**src/hw/rtl/ccoa_pkg.sv**
```systemverilog
`timescale 1ns / 1ps
// ----------------------------------------------------------------------------
// ccoa_pkg: shared types, widths and constants for the overlap-area block.
// Holds the CORDIC arctangent table, the field widths and the case codes.
// ----------------------------------------------------------------------------
package ccoa_pkg;

    localparam int COORD_WIDTH  = 16;
    localparam int RAD_WIDTH    = COORD_WIDTH - 1;
    localparam int SQ_GUARD     = (63 - 2 * COORD_WIDTH) / 2;
    localparam int EXT_BITS     = 8;
    localparam int CORDIC_STEPS = 32;
    localparam int SQRT_STEPS   = 32;
    localparam int QDEPTH       = 4;
    localparam int QPTR_W       = $clog2(QDEPTH);

    localparam logic [1:0] CASE_DISJOINT = 2'd0;
    localparam logic [1:0] CASE_CONTAIN  = 2'd1;
    localparam logic [1:0] CASE_LENS     = 2'd2;

    localparam logic [35:0] PI_Q32 = 36'h3243F6A88;
    localparam logic signed [33:0] QUARTER_TURN = 34'sh040000000;
    localparam logic [32:0] HALF_TURN = 33'h080000000;

    // Classified item handed from the front part to the back part
    typedef struct packed {
        logic [1:0]  kind;
        logic [29:0] rmin2;
        logic [29:0] r1sq;
        logic [29:0] r2sq;
        logic [33:0] d2;
        logic [33:0] p;
        logic [33:0] q;
    } item_t;

    function automatic logic [31:0] atan_bam(input logic [4:0] i);
        logic [31:0] t;
        case (i)
            5'd0:  t = 32'h20000000;  5'd1:  t = 32'h12E4051E;
            5'd2:  t = 32'h09FB385B;  5'd3:  t = 32'h051111D4;
            5'd4:  t = 32'h028B0D43;  5'd5:  t = 32'h0145D7E1;
            5'd6:  t = 32'h00A2F61E;  5'd7:  t = 32'h00517C55;
            5'd8:  t = 32'h0028BE53;  5'd9:  t = 32'h00145F2F;
            5'd10: t = 32'h000A2F98;  5'd11: t = 32'h000517CC;
            5'd12: t = 32'h00028BE6;  5'd13: t = 32'h000145F3;
            5'd14: t = 32'h0000A2FA;  5'd15: t = 32'h0000517D;
            5'd16: t = 32'h000028BE;  5'd17: t = 32'h0000145F;
            5'd18: t = 32'h00000A30;  5'd19: t = 32'h00000518;
            5'd20: t = 32'h0000028C;  5'd21: t = 32'h00000146;
            5'd22: t = 32'h000000A3;  5'd23: t = 32'h00000051;
            5'd24: t = 32'h00000029;  5'd25: t = 32'h00000014;
            5'd26: t = 32'h0000000A;  5'd27: t = 32'h00000005;
            5'd28: t = 32'h00000003;  5'd29: t = 32'h00000001;
            5'd30: t = 32'h00000001;  default: t = 32'h00000000;
        endcase
        return t;
    endfunction

endpackage

```
**src/hw/rtl/ccoa_queue.sv**
```systemverilog
`timescale 1ns / 1ps
// ----------------------------------------------------------------------------
// ccoa_queue: short FIFO between the front and back parts
// Four entries of classified items, full throughput.
// ----------------------------------------------------------------------------
module ccoa_queue (
    input  logic              aclk,
    input  logic              aresetn,
    input  logic              in_valid,
    output logic              in_ready,
    input  ccoa_pkg::item_t   in_item,
    output logic              out_valid,
    input  logic              out_ready,
    output ccoa_pkg::item_t   out_item
);
    import ccoa_pkg::*;

    item_t            mem_reg [QDEPTH];
    logic [QPTR_W-1:0] wr_reg, rd_reg;
    logic [QPTR_W:0]   cnt_reg;
    logic wr, rd;

    assign in_ready  = (cnt_reg != (QPTR_W+1)'(QDEPTH));
    assign out_valid = (cnt_reg != '0);
    assign out_item  = mem_reg[rd_reg];
    assign wr = in_valid && in_ready;
    assign rd = out_valid && out_ready;

    always_ff @(posedge aclk) begin
        if (!aresetn) begin
            wr_reg  <= '0;
            rd_reg  <= '0;
            cnt_reg <= '0;
        end else begin
            if (wr) wr_reg <= wr_reg + 1'b1;
            if (rd) rd_reg <= rd_reg + 1'b1;
            cnt_reg <= cnt_reg + (QPTR_W+1)'(wr) - (QPTR_W+1)'(rd);
        end
        if (wr) mem_reg[wr_reg] <= in_item;
    end
endmodule

```
**config.mk**
```make
export PLATFORM = sky130hd
export DESIGN_NAME = ccoa_queue
export DESIGN_NICKNAME = d
export VERILOG_FILES = /design/src/hw/rtl/ccoa_pkg.sv /design/src/hw/rtl/ccoa_queue.sv
export SDC_FILE = /design/constraint.sdc
export NUM_CORES = 1
export LEC_CHECK = 0
export BUFFER_PORTS_ARGS = -buffer_cell sky130_fd_sc_hd__buf_4
export CORE_AREA = 2 2 223 225
export CTS_BUF_LIST = sky130_fd_sc_hd__clkbuf_4 sky130_fd_sc_hd__clkbuf_8
export CTS_CLUSTER_DIAMETER = 80
export DETAILED_ROUTE_END_ITERATION = 8
export DIE_AREA = 0 0 225 227
export HOLD_SLACK_MARGIN = 0.03
export PLACE_DENSITY = 0.82
export REMOVE_ABC_BUFFERS = 1
export SLEW_MARGIN = 20
export SYNTH_ARGS = -nofsm -noshare
export SYNTH_HDL_FRONTEND = slang
export SYNTH_SLANG_ARGS = --single-unit
```
**constraint.sdc**
```tcl
create_clock -name aclk -period 7.23 [get_ports aclk]
set_input_delay 1.0845 -clock aclk [delete_from_list [all_inputs] [get_ports aclk]]
set_output_delay 1.0845 -clock aclk [all_outputs]
set_load 0.1 [all_outputs]
```
# Word-level counts from Yosys, hierarchy flattened
# Memories as Yosys holds them, arrays and structs flattened. A register that Yosys moved wholly into a read port is not among the register bits.
# Cells that the tools add are included.
[word_totals]
ff_bits = 7
ram_bits = 776
in_bits = 198
output_inout_bits = 196
n_memories = 1
[classes]
n_addsub = 4
n_eq_ne = 1
mux = 4
reduce_logical = 3
[mem_list]
columns = ["name", "depth", "width", "read_ports", "rd_clocked_by_memory_dff", "write_ports", "line", "text"]
rows = [
  ["mem_reg", 4, 194, 1, 1, 1, "ccoa_queue.sv:18", "item_t mem_reg [QDEPTH];"],
]
[op_table]
columns = ["cell", "n"]
rows = [
  ["2-bit by 1-bit adder with 2-bit output (second input constant)", 2],
  ["2-bit 2-to-1 mux", 2],
  ["3-bit by 1-bit adder with 3-bit output", 1],
  ["3-bit inequality test (second input constant)", 1],
  ["3-bit nonzero test", 1],
  ["3-bit by 1-bit subtractor with 3-bit output", 1],
  ["1-bit logical AND", 2],
  ["1-bit 2-to-1 mux", 2],
]

# Logic depth before layout (Yosys ltp)
[depth]
depth_word = 4
ltp_mapped = 11
depth_no_buf = 11

# Worst setup path after synthesis
# No wires, ideal clock.
[synth_path]
path_type = "input -> register"
from = "input port in_valid"
to = "memory mem_reg[2][0] (netlist name) (enable)"
setup_ps = 578
arrival_time_ps = 5934
required_time_ps = 6652
path_slack_ps = 717
cell_stages = 2
path_buffers = 0
cell_sequence = "a21boi_1 -> and2_1"
[synth_between]
elab_chain_cells = 3
[synth_rtl]
columns = ["element", "line", "text"]
rows = [
  ["start: declaration", "ccoa_queue.sv:9", "input logic in_valid,"],
  ["1-bit logical AND", "ccoa_queue.sv:26", "assign wr = in_valid && in_ready;"],
  ["1-bit 2-to-1 mux", "ccoa_queue.sv:39", "if (wr) mem_reg[wr_reg] <= in_item;"],
  ["1-bit 2-to-1 mux (implied by the code)", "ccoa_queue.sv:39", ""],
  ["end: declaration", "ccoa_queue.sv:18", ""],
]
# Every way passes these cells.

==> run summary <==
Initial Util: 0.587
Post-DP HPWL: 33.8 mm
Drt drc: 0
Power per cell area: 441 mW/mm^2
Deepest clock path buffer count: 3
Final layout net count: 1748
Sequential share of the synthesized area: 0.825
Startpoint Class: register
Fin. Hold Viols: 0
Least-Margin Pin Slew: 1.07 ns
CTS resizes: 0
CP max stage cell: dfxtp_4
Arrival time worst endpoint: 3.24 ns
CP required: 6.15 ns
Overflow after GRT: 0
GRT busiest layer: met2
CTS tree: yes
Met1 Resource Use GR: 0.281
Clk Latency, worst-skew pair: 0.71 ns
Root Buffer: clkbuf_8
Drt first pass iters: 5
Met3 GRT Util: 0.0745
Gr usage total: 0.219
Core area: 0.0485 mm^2
Yosys warning count: 0
H-tree levels: 3
Vias per cell: 5.75
Core Util, Final: 0.707
Die height: 227 um
Post-CTS Setup Repair Bufs: 0
Crit. End Element: output pin
Post-synth top area share: 0.818
RSZ-0062 raised after global routing: false
Total die area: 0.0511 mm^2
Cell Area, Synth: 0.0285 mm^2
CP max stage delay: 0.78 ns
Via count: 13000
Clk_skew: 0.0385 ns
Largest net degree at the start of global routing: 154
Met2 usage: 0.350
Vias in the first global route: 13500
Synth Register Bits: 785
Initial DRC Count: 1073
Worst-path clk slew: 0.06 ns
Final setup viols: 0
Routed WL: 55.6 mm
Chip width: 225 um
Yosys cell types: 19
Max reg flops: 776
Leading area contributor after synthesis: edfxtp_1
Final Cycle Share: 0.598
Synthesized instance count: 1062
Routability cong.: 0.751
Top-Level Pins: 394
Setup Crit Path Kind: reg -> out
Slew HR: 0.288
Status: finished, final reports clean
Leakage: 11.5 nW
Syn-to-layout area delta: 20.6%
Post-synth EDFFs: 776
Fin crit period: 4.33 ns
Post-Syn Area per Cell: 26.8 um^2
Antenna Nets Post-Route: 0
Sink Count: 785
Final Max Tran Viols: 0
First-pass GRT wire length: 81.6 mm
Inserted Clock Buffers: 116
Layout cells sized above 1: 0.480
Routed len/inst: 24.6 um
Count leader, synth: edfxtp_1
Leading post-synthesis cells by cell area: edfxtp_1 (82%), mux4_2 (15%), buf_6 (0.75%), dfxtp_1 (0.63%), buf_2 (0.37%)
Critical-path cell list: buf_12, mux4_2, buf_4
Peak Freq: 231 MHz
CTS Hold Bufs: 0
Top cells by count, synth: edfxtp_1 (776), mux4_2 (194), buf_2 (21), buf_6 (19), dfxtp_1 (9)
Synth Flop Type: edfxtp_1
Total of max-cap violations: 0
Hold Crit Class: reg -> reg
Maximum vdd ir drop: 0.387 mV
Post-Place Cell Area: 0.0321 mm^2
Post-synth ARST share: 0
Critical Path Fanout Max: 153
Row cnt: 81
I/O Buffers: 393
Final Cell Area: 0.0343 mm^2
Antenna violations before repair: 5
## worst max-delay path, delay by kind of cell (launching register included)
| kind | cells | cell delay, ns |
|---|---|---|
| buf+inv | 2 | 0.98 |
| flops | 1 | 0.78 |
| mux | 1 | 0.46 |
## layout make-up
| type | instances | area, um^2 |
|---|---|---|
| clock buffers | 148 | 1860 |
| diodes | 3 | 7.51 |
| repair buffers | 408 | 3220 |
| fillers | 2731 | 14200 |
| flip-flops and latches | 785 | 23500 |
| clock inverters | 60 | 318 |
| well taps | 622 | 778 |
| multi-input cells | 227 | 4650 |
| inverters | 5 | 18.8 |
## through the flow
step	std cells	setup WS (ns)	hold WS (ns)	setup TNS [ns]	total power [W]
4_1_cts	2254	2.97	0.489	0	0.0153
2_1_floorplan	1017	-3.06	0.468	-594.06	0.0108
3_3_place_gp	2043	3.46	0.478	0	0.0119
3_5_place_dp	2046	3.48	0.514	0	0.0120
5_1_grt	2257	2.95	0.523	0	0.0156
6_report	2258	2.90	0.533	0	0.0151
## layout by cell type (no fill, tap or decap)
master,Yosys,final
o311ai_0,1,1
nor2_1,1,1
buf_4,0,397
xnor2_1,4,4
fa_1,1,1
dfxtp_1,9,7
mux2i_1,2,2
bufinv_16,0,2
mux4_2,194,194
or3_1,1,1
buf_16,0,3
dfxtp_4,0,2
and2_1,7,3
clkinvlp_4,0,3
clkbuf_4,0,29
inv_1,5,5
nor2b_1,3,3
and2_4,0,4
buf_12,0,8
edfxtp_1,776,776
nand2_1,5,5
clkinv_1,0,32
a21boi_1,1,1
diode_2,0,3
o31a_1,1,1
ha_1,6,6
clkinv_2,0,23
clkbuf_8,0,119
## routing by layer
metal | vias to the layer above | share of wire
met3 | 111 | 0.091
met2 | 514 | 0.50
li1 | 5591 | -
met4 | 4 | 0.031
met5 | - | 0.00054
met1 | 6760 | 0.38
## cell families (layout without fill, tap and decap cells)
kind of cell | count (synthesis) | count (layout) | share of synthesized area
xor+xnor | 4 | 4 | 0.00123
compound gates | 3 | 3 | 0.000879
mux | 196 | 196 | 0.154
buf+inv | 50 | 621 | 0.0125
fa+ha+maj | 7 | 7 | 0.00334
flops | 785 | 785 | 0.825
other cells | 0 | 3 | 0
simple gates | 17 | 17 | 0.00321
## where the power goes
group,switching (W),internal (W)
clock,0.00158,0.00174
sequential,0.000145,0.00551
combinational,0.00467,0.00148
## path summary, 6_finish.rpt
kind	startpoint	depth (start not counted)	slack (ns)	end
max	register	3	2.90	out_item[76]
min	wr_reg[1]	2	0.53	wr_reg[1]
max reg2reg	cnt_reg[1]	5	4.21	mem_reg[1][132]
min reg2reg	wr_reg[1]	2	0.53	wr_reg[1]
(Power assumes the default switching activity.)
