**src/hw/rtl/ccoa_pkg.sv**
```systemverilog
`timescale 1ns / 1ps
// ----------------------------------------------------------------------------
// ccoa_pkg: shared types, widths and constants for the overlap-area block.
// Holds the CORDIC arctangent table, the field widths and the case codes.
// ----------------------------------------------------------------------------
package ccoa_pkg;

    localparam int COORD_WIDTH  = 16;
    localparam int RAD_WIDTH    = COORD_WIDTH - 1;
    localparam int SQ_GUARD     = (63 - 2 * COORD_WIDTH) / 2;
    localparam int EXT_BITS     = 8;
    localparam int CORDIC_STEPS = 32;
    localparam int SQRT_STEPS   = 32;
    localparam int QDEPTH       = 4;
    localparam int QPTR_W       = $clog2(QDEPTH);

    localparam logic [1:0] CASE_DISJOINT = 2'd0;
    localparam logic [1:0] CASE_CONTAIN  = 2'd1;
    localparam logic [1:0] CASE_LENS     = 2'd2;

    localparam logic [35:0] PI_Q32 = 36'h3243F6A88;
    localparam logic signed [33:0] QUARTER_TURN = 34'sh040000000;
    localparam logic [32:0] HALF_TURN = 33'h080000000;

    // Classified item handed from the front part to the back part
    typedef struct packed {
        logic [1:0]  kind;
        logic [29:0] rmin2;
        logic [29:0] r1sq;
        logic [29:0] r2sq;
        logic [33:0] d2;
        logic [33:0] p;
        logic [33:0] q;
    } item_t;

    function automatic logic [31:0] atan_bam(input logic [4:0] i);
        logic [31:0] t;
        case (i)
            5'd0:  t = 32'h20000000;  5'd1:  t = 32'h12E4051E;
            5'd2:  t = 32'h09FB385B;  5'd3:  t = 32'h051111D4;
            5'd4:  t = 32'h028B0D43;  5'd5:  t = 32'h0145D7E1;
            5'd6:  t = 32'h00A2F61E;  5'd7:  t = 32'h00517C55;
            5'd8:  t = 32'h0028BE53;  5'd9:  t = 32'h00145F2F;
            5'd10: t = 32'h000A2F98;  5'd11: t = 32'h000517CC;
            5'd12: t = 32'h00028BE6;  5'd13: t = 32'h000145F3;
            5'd14: t = 32'h0000A2FA;  5'd15: t = 32'h0000517D;
            5'd16: t = 32'h000028BE;  5'd17: t = 32'h0000145F;
            5'd18: t = 32'h00000A30;  5'd19: t = 32'h00000518;
            5'd20: t = 32'h0000028C;  5'd21: t = 32'h00000146;
            5'd22: t = 32'h000000A3;  5'd23: t = 32'h00000051;
            5'd24: t = 32'h00000029;  5'd25: t = 32'h00000014;
            5'd26: t = 32'h0000000A;  5'd27: t = 32'h00000005;
            5'd28: t = 32'h00000003;  5'd29: t = 32'h00000001;
            5'd30: t = 32'h00000001;  default: t = 32'h00000000;
        endcase
        return t;
    endfunction

endpackage

```
**src/hw/rtl/ccoa_front.sv**
```systemverilog
`timescale 1ns / 1ps
// ----------------------------------------------------------------------------
// ccoa_front: input stage
// Registers one beat per cycle while the output is not stalled, squares distances and radii, and classifies
// the pair as disjoint, containment or lens.
// ----------------------------------------------------------------------------
module ccoa_front (
    input  logic                aclk,
    input  logic                aresetn,
    input  logic                in_valid,
    output logic                in_ready,
    // first_x[15:0], first_y[31:16], first_radius[46:32], second_x[62:47],
    // second_y[78:63], second_radius[93:79]
    input  logic [93:0]         in_data,
    output logic                out_valid,
    input  logic                out_ready,
    output ccoa_pkg::item_t     out_item
);
    import ccoa_pkg::*;

    // stage 1: differences
    logic                  s1_valid_reg;
    logic [16:0]           adx_reg, ady_reg;
    logic [RAD_WIDTH-1:0]  r1_reg, r2_reg;
    // stage 2: classified item
    logic                  s2_valid_reg;
    item_t                 s2_item_reg;

    logic s2_adv, s1_adv;
    assign s2_adv   = !s2_valid_reg || out_ready;
    assign s1_adv   = !s1_valid_reg || s2_adv;
    assign in_ready = s1_adv;

    logic signed [16:0] dx, dy;
    always_comb begin
        dx = 17'(signed'(in_data[62:47])) - 17'(signed'(in_data[15:0]));
        dy = 17'(signed'(in_data[78:63])) - 17'(signed'(in_data[31:16]));
    end

    always_ff @(posedge aclk) begin
        if (!aresetn) begin
            s1_valid_reg <= 1'b0;
        end else if (s1_adv) begin
            s1_valid_reg <= in_valid;
        end
        if (s1_adv && in_valid) begin
            adx_reg <= dx[16] ? 17'(-dx) : 17'(dx);
            ady_reg <= dy[16] ? 17'(-dy) : 17'(dy);
            r1_reg  <= in_data[46:32];
            r2_reg  <= in_data[93:79];
        end
    end

    // classification
    logic [33:0] d2, sum2, diff2;
    logic [15:0] sum;
    logic [14:0] diff, rmin;
    item_t       it;
    always_comb begin
        d2    = 34'(adx_reg) * 34'(adx_reg) + 34'(ady_reg) * 34'(ady_reg);
        sum   = 16'(r1_reg) + 16'(r2_reg);
        diff  = (r1_reg > r2_reg) ? r1_reg - r2_reg : r2_reg - r1_reg;
        rmin  = (r1_reg < r2_reg) ? r1_reg : r2_reg;
        sum2  = 34'(sum) * 34'(sum);
        diff2 = 34'(diff) * 34'(diff);
        it.rmin2 = 30'(rmin) * 30'(rmin);
        it.r1sq  = 30'(r1_reg) * 30'(r1_reg);
        it.r2sq  = 30'(r2_reg) * 30'(r2_reg);
        it.d2    = d2;
        it.p     = d2 - diff2;
        it.q     = sum2 - d2;
        if (d2 >= sum2)       it.kind = CASE_DISJOINT;
        else if (d2 <= diff2) it.kind = CASE_CONTAIN;
        else                  it.kind = CASE_LENS;
    end

    always_ff @(posedge aclk) begin
        if (!aresetn) begin
            s2_valid_reg <= 1'b0;
        end else if (s2_adv) begin
            s2_valid_reg <= s1_valid_reg;
        end
        if (s2_adv && s1_valid_reg) s2_item_reg <= it;
    end

    assign out_valid = s2_valid_reg;
    assign out_item  = s2_item_reg;
endmodule

```
**config.mk**
```make
export PLATFORM = sky130hd
export DESIGN_NAME = ccoa_front
export DESIGN_NICKNAME = d
export VERILOG_FILES = /design/src/hw/rtl/ccoa_pkg.sv /design/src/hw/rtl/ccoa_front.sv
export SDC_FILE = /design/constraint.sdc
export NUM_CORES = 2
export LEC_CHECK = 0
export CORE_MARGIN = 2
export CORE_UTILIZATION = 43
export DETAILED_ROUTE_END_ITERATION = 6
export DONT_BUFFER_PORTS = 1
export GPL_ROUTABILITY_DRIVEN = 0
export REMOVE_ABC_BUFFERS = 1
export SETUP_SLACK_MARGIN = 0.1
export SLEW_MARGIN = 25
export SYNTH_ARGS = -nofsm -noshare
export SYNTH_HDL_FRONTEND = slang
export SYNTH_SLANG_ARGS = --single-unit
```
**constraint.sdc**
```tcl
create_clock -name aclk -period 12.2 [get_ports aclk]
set_input_delay 1.22 -clock aclk [delete_from_list [all_inputs] [get_ports aclk]]
set_output_delay 1.22 -clock aclk [all_outputs]
set_load 0.02 [all_outputs]
```
Word-level counts from Yosys, hierarchy flattened
Index checks and enable logic that the tools add are counted.
W data, S select, Z words.

cells by class
  order comparisons = 4
  reduce and logical (&&, ||, !) cells = 6
  add/sub/neg operators = 10
  muxes and demuxes = 5
  multiply operators = 7

operators by type and width
  operator             number
  $mul A15 B15 Y30     4
  $mul A17 B17 Y34     2
  $add A34 B34 Y34     1
  $ge A34 B32 Y1       1
  $le A34 B30 Y1       1
  $neg A17 Y17         2
  $sub A16 B16 Y17     2
  $sub A32 B34 Y34     1
  $sub A34 B30 Y34     1
  $mul A16 B16 Y32     1
  $mux W16             2
  $mux W15             2
  $sub A15 B15 Y15     2
  $add A15 B15 Y16     1
  $gt A15 B15 Y1       1
  $lt A15 B15 Y1       1
  $logic_and A1 B1 Y1  2
  $logic_not A1 Y1     2
  $logic_or A1 B1 Y1   2
  $mux W2              1

storage, ports and cells
  input port bits = 98
  output and inout port bits = 196
  bits in registers = 260
  word-level logic and storage cells = 47

Longest topological paths before layout
  depth after elaboration = 5
  depth in mapped cells = 51
  gate-level depth less buffers = 47

Least setup slack after synthesis
OpenSTA, ideal clock, no wires.

  path type = flip-flop to flip-flop
  start point = register r1_reg[5]
  end point = register s2_item_reg, in the netlist out_item[67], data pin
  data required time = 11928 ps
  clock period less this slack = 10700 ps
  setup time = 272 ps
  path buffers = 4
  arrival = 10428 ps
  slack = 1500 ps
  stages on the path, launching flop included = 49
  path through = edfxtp_1 clkbuf_1 clkinv_1 ha_1 buf_2 inv_1 o21bai_1 o41ai_2 a211o_1 a21oi_2 mux2_2 a31oi_1 o22ai_1 xor2_2 buf_2 nand2_1 fa_1 fa_1 (+13 left out) a21oi_1 a41o_1 or4b_2 a31oi_1 o21ai_0 a21oi_1 xor2_1 ha_1 clkbuf_1 nand2_1 nand2_1 a21oi_1 nor2_1 a21oi_1 o31ai_1 nor3_1 nor3b_1 xor2_1

RTL lines
  what                    RTL line          source
  from (decl)             ccoa_front.sv:24  logic [RAD_WIDTH-1:0] r1_reg, r2_reg;
  from (signal assigned)  ccoa_front.sv:49  r1_reg <= in_data[46:32];
  to (signal assigned)    ccoa_front.sv:83  if (s2_adv && s1_valid_reg) s2_item_reg <= it;
  to (decl)               ccoa_front.sv:27  item_t s2_item_reg;

Worst setup path after layout
  start point = register r2_reg[7]
  end point = register s2_item_reg, in the netlist out_item[193], data pin

between the ends
  word-level cells in the longest chain between the ends = 5
  elaborated cells on any way between the ends = 10
  those cells by class = add/sub: 3; mul: 2; order compare: 3; mux: 2

RTL lines
  what                                                       RTL line          source
  from (decl)                                                ccoa_front.sv:24
  from (signal assigned)                                     ccoa_front.sv:50  r2_reg <= in_data[93:79];
  $sub A15 B15 Y15 / $gt A15 B15 Y1 (equally long branches)  ccoa_front.sv:62  diff = (r1_reg > r2_reg) ? r1_reg - r2_reg : r2_reg - r1_reg;
  $mux W15                                                   ccoa_front.sv:62
  $mul A15 B15 Y30                                           ccoa_front.sv:65  diff2 = 34'(diff) * 34'(diff);
  $le A34 B30 Y1                                             ccoa_front.sv:73  else if (d2 <= diff2) it.kind = CASE_CONTAIN;
  $mux W2                                                    ccoa_front.sv:73

Several ways; a longest one is shown, not always the timed one.
A chain may end at the register's enable or synchronous reset.

==> impl_metrics.ini <==
[status]
outcome = completed

[clock_tree]
cts_htree_levels = 2
clk_path_buf_depth = 3
cts_sinks = 256
root_buffer = clkbuf_16
cts_buffers = 38
cts_tree = yes
ctsHoldBuffers = 0
clk_latency_ps = 620
path_clk_slew_ps = 60

[global_route]
grt_max_degree = 64
grt_busiest_layer = met2
grt_pass1_vias = 47300
antenna_found_initial = 10
use_met2 = 0.375
grt_util_met1 = 0.306
grt_remaining_overflow = 0
grtUsageMet3 = 0.0407
grt_usage = 0.229
grt_pass1_wl_um = 263000

[critical_path]
path_max_fanout = 11
cp.buffers_inverters = 11
required_ps = 12530
cp_top_family = adder cells
arrival_ps = 11820
critPathSlowestCell = or4b_2
worstSetupPathType = reg -> reg
critPathMaxStageDelay_ps = 690
endpoint_kind = flop
startpoint_type = flop

[place]
hpwl_um = 141000
io_buffers = 0
place_area_sq_um = 65100

[detailed_routing]
wire_per_inst_um = 19.1
wl_um = 163000
dr.pass1.iters = 5
drcViolationCount = 0
viasPerCell = 5.16
postRouteAntennaNets = 0
drt_iter0_markers = 2736
vias = 44100

[cells_and_area]
final_cell_area_sq_um = 66500
largest_reg_flops = 190
final_common_cell = inv_1
mostFrequentLayoutCells = inv_1, fa_1, ha_1, nor2_1, nand2_1
final_core_util = 0.462
nNetsFinal = 8663
layout-drive-gt1-share = 0.0414
syn2layout_area_growth_pct = 6.55

[synth]
synth_edf_count = 254
synth_top_family_by_area = adder cells
syn_area_per_cell_sq_um = 9.48
synth_adder_area_share = 0.531
synth_top_cell_area_share = 0.371
synth_area_leader_cell = fa_1
synth_mux_area_frac = 0.00271
synthSimpleGateAreaFrac = 0.108
synth_area_leaders = fa_1, ha_1, edfxtp_1
yosysSeqAreaShare = 0.123
netlist_area_sq_um = 62400
synth_compound_area_frac = 0.0782
synth_ff_type = edfxtp_1
synthCells = 6583
postSynth.asyncResetShare = 0
synth-xor-area-share = 0.0500
ys_types = 84
yosys_register_bits = 256
synth.yosys.warnings = 0

[sta]
clock.fmax_ghz = 0.0870
worstMarginPinSlew_ps = 1070
slew_headroom = 0.282
finalCriticalPeriod_ps = 11490
setup_viol = 0
finalHoldViolations = 0
rsz0062_at_grt = yes
skew_ps = 27.6
maxSlewViolCount = 0
fin_crit_sh = 0.942

[job]
cap_violations = 0

[floorplan]
fp.coreArea_sq_um = 144000
die-area_sq_um = 148000
rows = 139
fp.dieH_um = 385
chipWidth_um = 385
ioPinCount = 294
initial_core_util = 0.434

[min_path]
hp-class = reg -> reg
## worst reg2reg max path, delay by kind of cell, from the launching register on
kind	cells	cell delay (ps)
flops	1	360
simple gates	10	2270
compound gates	15	2840
fa+ha+maj	9	4170
buf+inv	11	1290
xor+xnor	2	270
## final cells by class
cell class / instances / area (sq um)
fillers: 13700 / 77300
multi-input cells: 4558 / 48200
flip-flops and latches: 256 / 7670
inverters: 1640 / 6170
well taps: 1903 / 2380
clock buffers: 42 / 966
repair buffers: 116 / 871
clock inverters: 26 / 223
diodes: 8 / 20.0
## stage by stage
step	hold WS [ps]	TNS, ps	worst slack (ps)	cells
after global routing	565	-25.2	-25.2	8546
final	533	0	710	8549
after floorplan	477	0	1310	6453
after CTS	536	0	123	8534
after global placement	506	0	300	8466
after detailed placement	522	0	156	8466
## cell families (layout without fill, tap and decap cells)
family	Yosys count	after routing
fa+ha+maj	1956	1956
other cells	1	11
simple gates	1475	1475
flops	256	256
xor+xnor	351	351
mux	16	16
compound gates	756	757
buf+inv	1772	1824
## cell usage after synthesis, types with 49 or more instances
library cell / n
clkbuf_1: 109
edfxtp_1: 254
o21ai_0: 121
nor3_1: 49
inv_1: 1606
nor2_1: 524
xor2_1: 99
a21oi_1: 251
nand2b_1: 56
xnor2_1: 246
fa_1: 1157
ha_1: 798
and2_1: 173
a21o_1: 116
nand2_1: 467
## path summary, 6_finish.rpt
path              slack (ps)                      start  depth (start not counted)                          end
hold reg to reg          530  s1_valid_reg$_SDFFE_PN0N_                          1       out_valid$_SDFFE_PN0P_
hold / removal           530  s1_valid_reg$_SDFFE_PN0N_                          1       out_valid$_SDFFE_PN0P_
setup / recovery         710        r2_reg[7]$_DFFE_PP_                         47  out_item[193]$_SDFFCE_PP0P_
setup reg to reg         710        r2_reg[7]$_DFFE_PP_                         47  out_item[193]$_SDFFCE_PP0P_
## timing repair
| item | CTS | global route |
|---|---|---|
| gates resized for setup | 0 | 20 |
| endpoints found under the setup margin | 0 | 11 |
| endpoints found under the hold margin | 0 | 0 |
| setup buffers | 0 | 6 |
## metal layers
metal	part of all wire	vias to the layer above
met1	0.43	22200
met4	0.036	0
met5	0	-
met2	0.47	1266
li1	-	20500
met3	0.068	227
Power is left out: the tool's default activity adds up to more than one toggle a clock period on the data nets, which glitch-free logic cannot reach.
